==> config.mk <==
export PLATFORM = sky130hd
export DESIGN_NAME = delta_command_decoder
export DESIGN_NICKNAME = d
export VERILOG_FILES = /design/src/rtl/dcd_pkg.sv /design/src/rtl/dcd_core.sv /design/src/rtl/dcd_out_fifo.sv /design/src/rtl/delta_command_decoder.sv
export SDC_FILE = /design/constraint.sdc
export NUM_CORES = 2
export LEC_CHECK = 0
export ABC_AREA = 0
export BUFFER_PORTS_ARGS = -buffer_cell sky130_fd_sc_hd__buf_4
export CORE_UTILIZATION = 45
export DETAILED_ROUTE_END_ITERATION = 7
export GPL_ROUTABILITY_DRIVEN = 0
export PLACE_DENSITY = 0.66
export RECOVER_POWER = 25
export SYNTH_ARGS = -nofsm -noshare
export SYNTH_HDL_FRONTEND = slang
export SYNTH_SLANG_ARGS = --single-unit
==> constraint.sdc <==
create_clock -name clk -period 12.65 [get_ports clk]
set_input_delay 0.6325 -clock clk [delete_from_list [all_inputs] [get_ports clk]]
set_output_delay 0.6325 -clock clk [all_outputs]
set_load 0.02 [all_outputs]
==> src/rtl/dcd_pkg.sv <==
`timescale 1ns / 1ps

package dcd_pkg;

  // Default width of the decoded source and target sizes.
  localparam int DEFAULT_SIZE_WIDTH = 32;

  // Depth of the result queue in front of the output port.
  localparam int OUT_DEPTH = 4;

  // Result kinds.
  localparam logic [1:0] KIND_HEADER  = 2'd0;
  localparam logic [1:0] KIND_COPY    = 2'd1;
  localparam logic [1:0] KIND_LITERAL = 2'd2;
  localparam logic [1:0] KIND_STATUS  = 2'd3;

  // Final status codes.
  localparam logic [2:0] ST_OK         = 3'd0;
  localparam logic [2:0] ST_ZERO_CMD   = 3'd1;
  localparam logic [2:0] ST_BEYOND     = 3'd2;
  localparam logic [2:0] ST_OVERRUN    = 3'd3;
  localparam logic [2:0] ST_MISMATCH   = 3'd4;
  localparam logic [2:0] ST_TRUNCATED  = 3'd5;
  localparam logic [2:0] ST_SIZE_OVF   = 3'd6;

  // One result item.
  typedef struct packed {
    logic [1:0]  kind;
    logic [31:0] copy_offset;
    logic [24:0] copy_length;
    logic [7:0]  literal;
    logic [31:0] out_position;
    logic [31:0] source_size;
    logic [31:0] target_size;
    logic [2:0]  status;
    logic        last_result;
  } dcd_result_t;

  // Results produced by one input item, in order: first, then second.
  typedef struct packed {
    logic [1:0]  count;
    dcd_result_t first;
    dcd_result_t second;
  } dcd_push_t;

endpackage

==> src/rtl/dcd_core.sv <==
`timescale 1ns / 1ps

module dcd_core import dcd_pkg::*; #(
  parameter int SIZE_WIDTH = DEFAULT_SIZE_WIDTH
) (
  input  logic        clk,
  input  logic        rst_n,
  input  logic        in_valid,
  output logic        in_ready,
  input  logic [7:0]  in_byte,
  input  logic        in_last,
  input  logic [31:0] in_base,
  input  logic        room,
  output dcd_push_t   push
);

  localparam logic [2:0] PH_SRC   = 3'd0;
  localparam logic [2:0] PH_DST   = 3'd1;
  localparam logic [2:0] PH_CMD   = 3'd2;
  localparam logic [2:0] PH_COPY  = 3'd3;
  localparam logic [2:0] PH_INS   = 3'd4;
  localparam logic [2:0] PH_DRAIN = 3'd5;

  localparam int         CW        = ((SIZE_WIDTH > 25) ? SIZE_WIDTH : 25) + 1;
  localparam logic [6:0] SW7       = 7'(SIZE_WIDTH);
  localparam logic [6:0] SHIFT_MAX = 7'd70;

  // Input register.
  logic        s_valid_r;
  logic [7:0]  s_byte_r;
  logic        s_last_r;
  logic [31:0] s_base_r;
  logic        advance;

  // Decoder state.
  logic [2:0]            phase_r, phase_nxt;
  logic [SIZE_WIDTH-1:0] acc_r, acc_nxt;
  logic [6:0]            shift_r, shift_nxt;
  logic [SIZE_WIDTH-1:0] src_r, src_nxt;
  logic [SIZE_WIDTH-1:0] dst_r, dst_nxt;
  logic [31:0]           base_r, base_nxt;
  logic [6:0]            mask_r, mask_nxt;
  logic [31:0]           off_r, off_nxt;
  logic [23:0]           len_r, len_nxt;
  logic [6:0]            ins_left_r, ins_left_nxt;
  logic [SIZE_WIDTH-1:0] written_r, written_nxt;
  logic [2:0]            err_r, err_nxt;

  // Varint step.
  logic [6:0]            chunk;
  logic                  shift_ge;
  logic [6:0]            room7;
  logic [6:0]            room_hi;
  logic                  vi_ovf;
  logic                  vi_done;
  logic [SIZE_WIDTH-1:0] vi_acc;
  logic [6:0]            shift_sum;
  logic [6:0]            vi_shift;

  // Copy operand placement and checks.
  logic [6:0]  low_bit;
  logic [31:0] cp_off;
  logic [23:0] cp_len;
  logic [6:0]  cp_mask;
  logic [31:0] fin_off;
  logic [23:0] fin_raw;
  logic [24:0] fin_len;
  logic        fin_beyond;
  logic        fin_over;
  logic        ins_over;

  // Results of this item.
  logic        fail_v;
  logic [2:0]  fail_code;
  logic        d_v;
  dcd_result_t d_res;
  dcd_result_t s_res;
  logic [2:0]  st_code;

  assign advance  = s_valid_r && room;
  assign in_ready = !s_valid_r || advance;

  // Input register: takes an item whenever the previous one moves on.
  always_ff @(posedge clk) begin
    if (!rst_n) begin
      s_valid_r <= 1'b0;
    end else if (in_ready) begin
      s_valid_r <= in_valid;
    end
  end

  always_ff @(posedge clk) begin
    if (in_ready && in_valid) begin
      s_byte_r <= in_byte;
      s_last_r <= in_last;
      s_base_r <= in_base;
    end
  end

  // One varint byte: seven data bits at the current shift.
  always_comb begin
    chunk     = s_byte_r[6:0];
    shift_ge  = shift_r >= SW7;
    room7     = SW7 - shift_r;
    room_hi   = chunk >> room7[2:0];
    vi_ovf    = (chunk != 7'd0) &&
                (shift_ge || ((room7 < 7'd7) && (room_hi != 7'd0)));
    vi_acc    = acc_r | (SIZE_WIDTH'(chunk) << shift_r);
    vi_done   = !s_byte_r[7];
    shift_sum = shift_r + 7'd7;
    vi_shift  = (shift_sum > SHIFT_MAX) ? SHIFT_MAX : shift_sum;
  end

  // Copy operands: the lowest mask bit still set picks the byte's place.
  always_comb begin
    low_bit = mask_r & (~mask_r + 7'd1);
    cp_off  = off_r;
    cp_len  = len_r;
    for (int i = 0; i < 4; i++) begin
      if (low_bit[i]) begin
        cp_off[8*i +: 8] = cp_off[8*i +: 8] | s_byte_r;
      end
    end
    for (int i = 0; i < 3; i++) begin
      if (low_bit[4+i]) begin
        cp_len[8*i +: 8] = cp_len[8*i +: 8] | s_byte_r;
      end
    end
    cp_mask = mask_r & (mask_r - 7'd1);
  end

  // Checks of a finished copy and of a new insert, exact and without wrap.
  always_comb begin
    fin_off    = (phase_r == PH_COPY) ? cp_off : 32'd0;
    fin_raw    = (phase_r == PH_COPY) ? cp_len : 24'd0;
    fin_len    = (fin_raw == 24'd0) ? 25'h10000 : {1'b0, fin_raw};
    fin_beyond = ({1'b0, fin_off} + 33'(fin_len)) > {1'b0, base_r};
    fin_over   = (CW'(written_r) + CW'(fin_len)) > CW'(dst_r);
    ins_over   = (CW'(written_r) + CW'(s_byte_r)) > CW'(dst_r);
  end

  // Next state and results for the item in the input register.
  always_comb begin
    phase_nxt    = phase_r;
    acc_nxt      = acc_r;
    shift_nxt    = shift_r;
    src_nxt      = src_r;
    dst_nxt      = dst_r;
    base_nxt     = base_r;
    mask_nxt     = mask_r;
    off_nxt      = off_r;
    len_nxt      = len_r;
    ins_left_nxt = ins_left_r;
    written_nxt  = written_r;
    err_nxt      = err_r;
    fail_v       = 1'b0;
    fail_code    = ST_OK;
    d_v          = 1'b0;
    d_res        = '0;
    s_res        = '0;
    st_code      = ST_OK;

    case (phase_r)
      PH_SRC, PH_DST: begin
        if ((phase_r == PH_SRC) && (shift_r == 7'd0)) begin
          base_nxt = s_base_r;
        end
        if (vi_ovf) begin
          fail_v    = 1'b1;
          fail_code = ST_SIZE_OVF;
        end else if (vi_done) begin
          acc_nxt   = '0;
          shift_nxt = 7'd0;
          if (phase_r == PH_SRC) begin
            src_nxt   = vi_acc;
            phase_nxt = PH_DST;
          end else begin
            dst_nxt            = vi_acc;
            phase_nxt          = PH_CMD;
            d_v                = 1'b1;
            d_res.kind         = KIND_HEADER;
            d_res.source_size  = 32'(src_r);
            d_res.target_size  = 32'(vi_acc);
            d_res.out_position = 32'(written_r);
          end
        end else begin
          acc_nxt   = vi_acc;
          shift_nxt = vi_shift;
        end
      end
      PH_CMD, PH_COPY: begin
        if (phase_r == PH_COPY) begin
          off_nxt  = cp_off;
          len_nxt  = cp_len;
          mask_nxt = cp_mask;
        end
        // A copy is complete with its command byte or its last operand byte.
        if (((phase_r == PH_CMD) && s_byte_r[7] && (s_byte_r[6:0] == 7'd0)) ||
            ((phase_r == PH_COPY) && (cp_mask == 7'd0))) begin
          if (phase_r == PH_CMD) begin
            mask_nxt = 7'd0;
            off_nxt  = 32'd0;
            len_nxt  = 24'd0;
          end
          if (fin_beyond) begin
            fail_v    = 1'b1;
            fail_code = ST_BEYOND;
          end else if (fin_over) begin
            fail_v    = 1'b1;
            fail_code = ST_OVERRUN;
          end else begin
            d_v                = 1'b1;
            d_res.kind         = KIND_COPY;
            d_res.copy_offset  = fin_off;
            d_res.copy_length  = fin_len;
            d_res.out_position = 32'(written_r);
            written_nxt        = written_r + SIZE_WIDTH'(fin_len);
            phase_nxt          = PH_CMD;
          end
        end else if (phase_r == PH_CMD) begin
          if (s_byte_r[7]) begin
            mask_nxt  = s_byte_r[6:0];
            off_nxt   = 32'd0;
            len_nxt   = 24'd0;
            phase_nxt = PH_COPY;
          end else if (s_byte_r == 8'd0) begin
            fail_v    = 1'b1;
            fail_code = ST_ZERO_CMD;
          end else if (ins_over) begin
            fail_v    = 1'b1;
            fail_code = ST_OVERRUN;
          end else begin
            ins_left_nxt = s_byte_r[6:0];
            phase_nxt    = PH_INS;
          end
        end
      end
      PH_INS: begin
        d_v                = 1'b1;
        d_res.kind         = KIND_LITERAL;
        d_res.literal      = s_byte_r;
        d_res.out_position = 32'(written_r);
        written_nxt        = written_r + SIZE_WIDTH'(1);
        ins_left_nxt       = ins_left_r - 7'd1;
        if (ins_left_r == 7'd1) begin
          phase_nxt = PH_CMD;
        end
      end
      default: begin
      end
    endcase

    // The first error is kept and the rest of the delta is skipped.
    if (fail_v) begin
      if (err_r == ST_OK) begin
        err_nxt = fail_code;
      end
      phase_nxt = PH_DRAIN;
    end

    // Final status on the last byte, then back to the reset state.
    if (s_last_r) begin
      if (err_nxt != ST_OK) begin
        st_code = err_nxt;
      end else if (phase_nxt != PH_CMD) begin
        st_code = ST_TRUNCATED;
      end else if (written_nxt != dst_nxt) begin
        st_code = ST_MISMATCH;
      end else begin
        st_code = ST_OK;
      end
      s_res.kind         = KIND_STATUS;
      s_res.status       = st_code;
      s_res.last_result  = 1'b1;
      s_res.out_position = 32'(written_nxt);

      phase_nxt    = PH_SRC;
      acc_nxt      = '0;
      shift_nxt    = 7'd0;
      src_nxt      = '0;
      dst_nxt      = '0;
      base_nxt     = 32'd0;
      mask_nxt     = 7'd0;
      off_nxt      = 32'd0;
      len_nxt      = 24'd0;
      ins_left_nxt = 7'd0;
      written_nxt  = '0;
      err_nxt      = ST_OK;
    end
  end

  // Results go to the queue in order, the data result first.
  always_comb begin
    push.count  = advance ? ({1'b0, d_v} + {1'b0, s_last_r}) : 2'd0;
    push.first  = d_v ? d_res : s_res;
    push.second = s_res;
  end

  always_ff @(posedge clk) begin
    if (!rst_n) begin
      phase_r    <= PH_SRC;
      acc_r      <= '0;
      shift_r    <= 7'd0;
      src_r      <= '0;
      dst_r      <= '0;
      base_r     <= 32'd0;
      mask_r     <= 7'd0;
      off_r      <= 32'd0;
      len_r      <= 24'd0;
      ins_left_r <= 7'd0;
      written_r  <= '0;
      err_r      <= ST_OK;
    end else if (advance) begin
      phase_r    <= phase_nxt;
      acc_r      <= acc_nxt;
      shift_r    <= shift_nxt;
      src_r      <= src_nxt;
      dst_r      <= dst_nxt;
      base_r     <= base_nxt;
      mask_r     <= mask_nxt;
      off_r      <= off_nxt;
      len_r      <= len_nxt;
      ins_left_r <= ins_left_nxt;
      written_r  <= written_nxt;
      err_r      <= err_nxt;
    end
  end

endmodule

==> src/rtl/dcd_out_fifo.sv <==
`timescale 1ns / 1ps

module dcd_out_fifo import dcd_pkg::*; (
  input  logic        clk,
  input  logic        rst_n,
  input  dcd_push_t   push,
  output logic        room,
  output logic        out_valid,
  input  logic        out_ready,
  output dcd_result_t out_data
);

  localparam int PTR_W = $clog2(OUT_DEPTH);
  localparam int CNT_W = $clog2(OUT_DEPTH + 1);

  dcd_result_t      entry_r [OUT_DEPTH];
  logic [PTR_W-1:0] wr_ptr_r, wr_ptr_nxt;
  logic [PTR_W-1:0] rd_ptr_r, rd_ptr_nxt;
  logic [CNT_W-1:0] count_r, count_nxt;
  logic             pop;
  logic [CNT_W-1:0] after_pop;

  assign out_valid = (count_r != '0);
  assign out_data  = entry_r[rd_ptr_r];
  assign pop       = out_valid && out_ready;

  // Room for two results once this cycle's pop is counted.
  assign after_pop = count_r - CNT_W'(pop);
  assign room      = (after_pop <= CNT_W'(OUT_DEPTH - 2));

  always_comb begin
    wr_ptr_nxt = wr_ptr_r + PTR_W'(push.count);
    rd_ptr_nxt = rd_ptr_r + PTR_W'(pop);
    count_nxt  = count_r + CNT_W'(push.count) - CNT_W'(pop);
  end

  always_ff @(posedge clk) begin
    if (!rst_n) begin
      wr_ptr_r <= '0;
      rd_ptr_r <= '0;
      count_r  <= '0;
    end else begin
      wr_ptr_r <= wr_ptr_nxt;
      rd_ptr_r <= rd_ptr_nxt;
      count_r  <= count_nxt;
    end
  end

  // Up to two results are written per cycle at consecutive slots.
  always_ff @(posedge clk) begin
    if (push.count != 2'd0) begin
      entry_r[wr_ptr_r] <= push.first;
    end
    if (push.count == 2'd2) begin
      entry_r[PTR_W'(wr_ptr_r + 1'b1)] <= push.second;
    end
  end

endmodule

==> src/rtl/delta_command_decoder.sv <==
`timescale 1ns / 1ps

// Channel   Direction  Ports                         Carries
// -------   ---------  ----------------------------  ------------------------------
// in_       slave      in_tvalid/tready/tdata/tlast  one delta byte per item
// out_      master     out_tvalid/tready/tdata/      header, copy, literal or final
//                      tuser/tlast                   status per item
//
// One input item is taken per cycle while the queue has room and is decoded in a
// single pass between the input register and a four-entry result queue, from
// which its results are offered. A last byte that also carries data gives two
// results, and the output port then sets the pace. Reset is synchronous and active
// low and leaves the decoder waiting for the source size. A stalled output fills the
// queue; the input register hands on its item only while two queue slots stay free.

module delta_command_decoder import dcd_pkg::*; #(
  parameter int SIZE_WIDTH = DEFAULT_SIZE_WIDTH
) (
  input  logic         clk,
  input  logic         rst_n,
  input  logic         in_tvalid,
  output logic         in_tready,
  input  logic [39:0]  in_tdata,   // delta_byte [7:0], base_length [39:8]
  input  logic         in_tlast,   // last_byte
  output logic         out_tvalid,
  input  logic         out_tready,
  output logic [167:0] out_tdata,  // copy_offset [31:0], copy_length [56:32],
                                   // literal [64:57], out_position [96:65],
                                   // source_size [128:97], target_size [160:129],
                                   // status [163:161], zero [167:164]
  output logic [1:0]   out_tuser,  // kind [1:0]
  output logic         out_tlast   // last_result
);

  dcd_push_t   push;
  logic        room;
  dcd_result_t res;

  dcd_core #(
    .SIZE_WIDTH (SIZE_WIDTH)
  ) u_core (
    .clk      (clk),
    .rst_n    (rst_n),
    .in_valid (in_tvalid),
    .in_ready (in_tready),
    .in_byte  (in_tdata[7:0]),
    .in_last  (in_tlast),
    .in_base  (in_tdata[39:8]),
    .room     (room),
    .push     (push)
  );

  dcd_out_fifo u_out_fifo (
    .clk       (clk),
    .rst_n     (rst_n),
    .push      (push),
    .room      (room),
    .out_valid (out_tvalid),
    .out_ready (out_tready),
    .out_data  (res)
  );

  // Pack the result item onto the output bus.
  assign out_tdata = {4'b0000, res.status, res.target_size, res.source_size,
                      res.out_position, res.literal, res.copy_length,
                      res.copy_offset};
  assign out_tuser = res.kind;
  assign out_tlast = res.last_result;

  // The decoder never pushes more results than the queue has room for.
  assert property (@(posedge clk) disable iff (!rst_n)
    (push.count != 2'd0) |-> room)
    else $error("result pushed without queue room");

  // An item gives at most two results.
  assert property (@(posedge clk) disable iff (!rst_n)
    push.count != 2'd3)
    else $error("three results from one item");

  // Only a final status result closes a delta.
  assert property (@(posedge clk) disable iff (!rst_n)
    (out_tvalid && out_tlast) |-> (out_tuser == KIND_STATUS))
    else $error("last result is not a status result");

  // Data results carry no status code.
  assert property (@(posedge clk) disable iff (!rst_n)
    (out_tvalid && (out_tuser != KIND_STATUS)) |-> (out_tdata[163:161] == ST_OK))
    else $error("status set on a data result");

endmodule
==> impl_metrics.yaml <==
outcome:
  status: "finished, violations left"
  violations: "capacitance limit, slew limit"
sta:
  setup_tns_ns: 0
  drv_slew: 245
  finalHoldViolations: 0
  final.period_utilization_pct: 93.2
  max_freq_ghz: 0.0848
  tightest_slew_ns: 7.73
  relSlewSlack_pct: -415
  fin_crit_ns: 11.79
  finalClockSkew_ns: 0.0613
  rsz0062_at_grt: "no"
  finalSetupViolations: 0
yosys:
  postSynthCellCount: 4795
  seq_area_frac_synth_pct: 44.8
  ys_async_sr_fraction_pct: 0
  ys.flop_type: "dfxtp_1"
  synthesis.area_um2: 47000
  synth.distinct_cells: 93
  synth_edf_count: 193
  yosysWarnings: 0
  avgSynthCellArea_um2: 9.81
  synth-seq-cells: 956
setup_path:
  crit_required_ns: 13.22
  cp.arrival_ns: 12.36
  slowest_stage: "buf_4"
  cp_max_fo: 69
  ff2ff_path_depth: 38
  cpPeakStageDelay_ns: 0.74
  cp_common_cell: "buf_4"
  critPathLaunchType: "flip-flop"
  criticalPathCategory: "reg2reg"
  critPathCaptureType: "flip-flop"
finish:
  antenna_cells: 0
  nFillCells: 9475
  nets: 5043
  drive_above_1_share_pct: 11.5
  area_growth_pct: 11.8
  finalInstanceArea_um2: 52600
  final_common_cell: "dfxtp_1"
  final_cell_mix: "762 x dfxtp_1, 475 x nand2_1, 377 x a22o_1"
placement:
  dp_hpwl_um: 106000
  port_buffers: 212
  postPlaceCellArea_um2: 49900
die:
  rows: 118
  io_pins: 218
  die_height_um: 325
  dieWidth_um: 325
  initial_utilization_pct: 45.4
  fp.coreArea_um2: 104000
  die_area_um2: 106000
pwr:
  powerDensity_nw_per_um2: 142
  leakage_nw: 19.3
  vdd_drop_max_mv: 0.168
hold_path:
  hold_path.class: "in2reg"
  hold_depth: 1
job:
  max_cap_viol_count: 5
grt:
  grt_pass1_vias: 37049
  grt_pass1_wl_um: 235000
  grt-ovfl-total: 0
  grt_max_degree: 130
  grt.total_usage_pct: 28.7
  grt_antenna_before_repair: 2
route:
  wl_um: 157000
  antenna_left: 0
  routedWlPerCell_um: 24.9
  via_count: 39480
  first_pass_iters: 8
  vias_per_cell: 6.28
  drt_iter0_drc: 4648
  drc: 0
clocking:
  cts.clk_slew.worst_paths_ns: 0.06
  cts_tree: "done"
  insertion_delay_ns: 0.70
  cts_root_buf: "clkbuf_16"
  cts_sinks: 956
  htree_levels: 3
  post-cts-setup-buffer-count: 0
  numCtsBuffers: 100
  clock_path_buffers: 3
flip-flops by register name, indices dropped and copies added (netlist names), 8 cells and up:
register            flops
u_core.acc_r           32
u_core.base_r          32
u_core.dst_r           32
u_core.len_r           24
u_core.off_r           32
u_core.s_base_r        32
u_core.s_byte_r         8
u_core.src_r           32
u_core.written_r       32
u_out_fifo.entry_r    664
report_power, final:
part / switching, W / leakage [nW] / internal [W] / total (W)
registers: 0.0000858 / 8.05 / 0.00318 / 0.00327
logic: 0.000809 / 9.57 / 0.000404 / 0.00121
clock network: 0.00127 / 1.64 / 0.00173 / 0.00299
path summary, 6_finish.rpt:
| kind | startpoint | to | slack [ns] |
|---|---|---|---|
| worst max register to register | u_core.mask_r[0] | u_out_fifo.entry_r[0][31] | 0.86 |
| worst min register to register | u_out_fifo.entry_r[2][144] | u_out_fifo.entry_r[2][144] | 0.45 |
| worst max-delay path | u_core.mask_r[0] | u_out_fifo.entry_r[0][31] | 0.86 |
| worst min-delay path | in_tdata[17] | u_core.s_base_r[9] | 0.14 |
routing by layer:
layer | routed length (um) | track usage [%]
met1 | 64700 | 38.7
met2 | 68700 | 43.4
met3 | 15000 | 6.56
met4 | 8220 | 13.6
met5 | 13 | 0
timing repair:
action                                 4_1_cts  5_1_grt
gates resized for setup                      0        1
setup endpoints to repair                    0        1
hold buffers                                 0        0
endpoints found under the hold margin        0        0
critical path, delay by kind of cell (launching register included):
| family | cells | cell delay [ns] |
|---|---|---|
| xor+xnor | 1 | 0.18 |
| compound gates | 14 | 4.58 |
| simple gates | 15 | 3.04 |
| flops | 1 | 0.55 |
| fa+ha+maj | 3 | 1.02 |
| buf+inv | 5 | 2.17 |
cells in the mapped netlist (all sizes together) (26+ instances only):
| library cell | number | share of area (%) |
|---|---|---|
| and3 | 26 | 0.35 |
| a32o | 66 | 1.4 |
| a21o | 54 | 0.86 |
| xor2 | 36 | 0.67 |
| nor2b | 92 | 1.2 |
| a22o | 377 | 7.0 |
| nand2 | 477 | 3.8 |
| nand4 | 36 | 0.48 |
| o21ai | 361 | 3.8 |
| buf | 64 | 0.62 |
| edfxtp | 193 | 12 |
| or3 | 31 | 0.41 |
| a22oi | 54 | 0.86 |
| nor3 | 84 | 0.89 |
| o22ai | 41 | 0.57 |
| and2 | 81 | 1.1 |
| dfxtp | 763 | 32 |
| inv | 139 | 1.1 |
| nand3b | 36 | 0.57 |
| mux4 | 166 | 7.9 |
| xnor2 | 80 | 1.5 |
| ha | 166 | 4.4 |
| nor2 | 294 | 2.4 |
| a21boi | 64 | 1.0 |
| nand2b | 29 | 0.39 |
| a21oi | 306 | 3.3 |
| clkbuf | 327 | 2.6 |
| nand3 | 63 | 0.67 |
cells by family (layout without fill, tap and decap cells):
kind of cell,after synthesis,after routing,synth area share (%)
DFF,956,956,44.8
xor gates and xnor gates,116,116,2.16
adders and majority gates,172,172,4.63
other,1,5,0.00797
buffers and inverters,530,640,4.35
and+or+nand+nor,1326,1326,13.5
muxes,187,187,8.40
AOI/OAI and AO/OA,1507,1507,22.2
per-stage QoR:
stage                     hold slack (ns)  utilization, %  setup WS (ns)  instances  power, W
after floorplan                     0.420               -           2.92       4799   0.00412
after global placement              0.429            48.1           1.22       6106   0.00455
after detailed placement            0.439            48.1           1.01       6106   0.00455
after CTS                          0.0755            51.3          0.930       6289   0.00752
after global routing                0.108            50.7          0.229       6289   0.00771
final                               0.144            50.7          0.864       6289   0.00747
area by class of cell:
cell class	instances	area, um2	share of cell area (%)
tap	1380	1730	3.28
clock inverter	47	480	0.913
sequential	956	21100	40.1
multi-input combinational	3313	24100	45.8
timing repair buffer	318	1850	3.52
inverter	139	522	0.992
clock buffer	136	2850	5.42
Note: power is estimated with default switching activity, not from simulation.
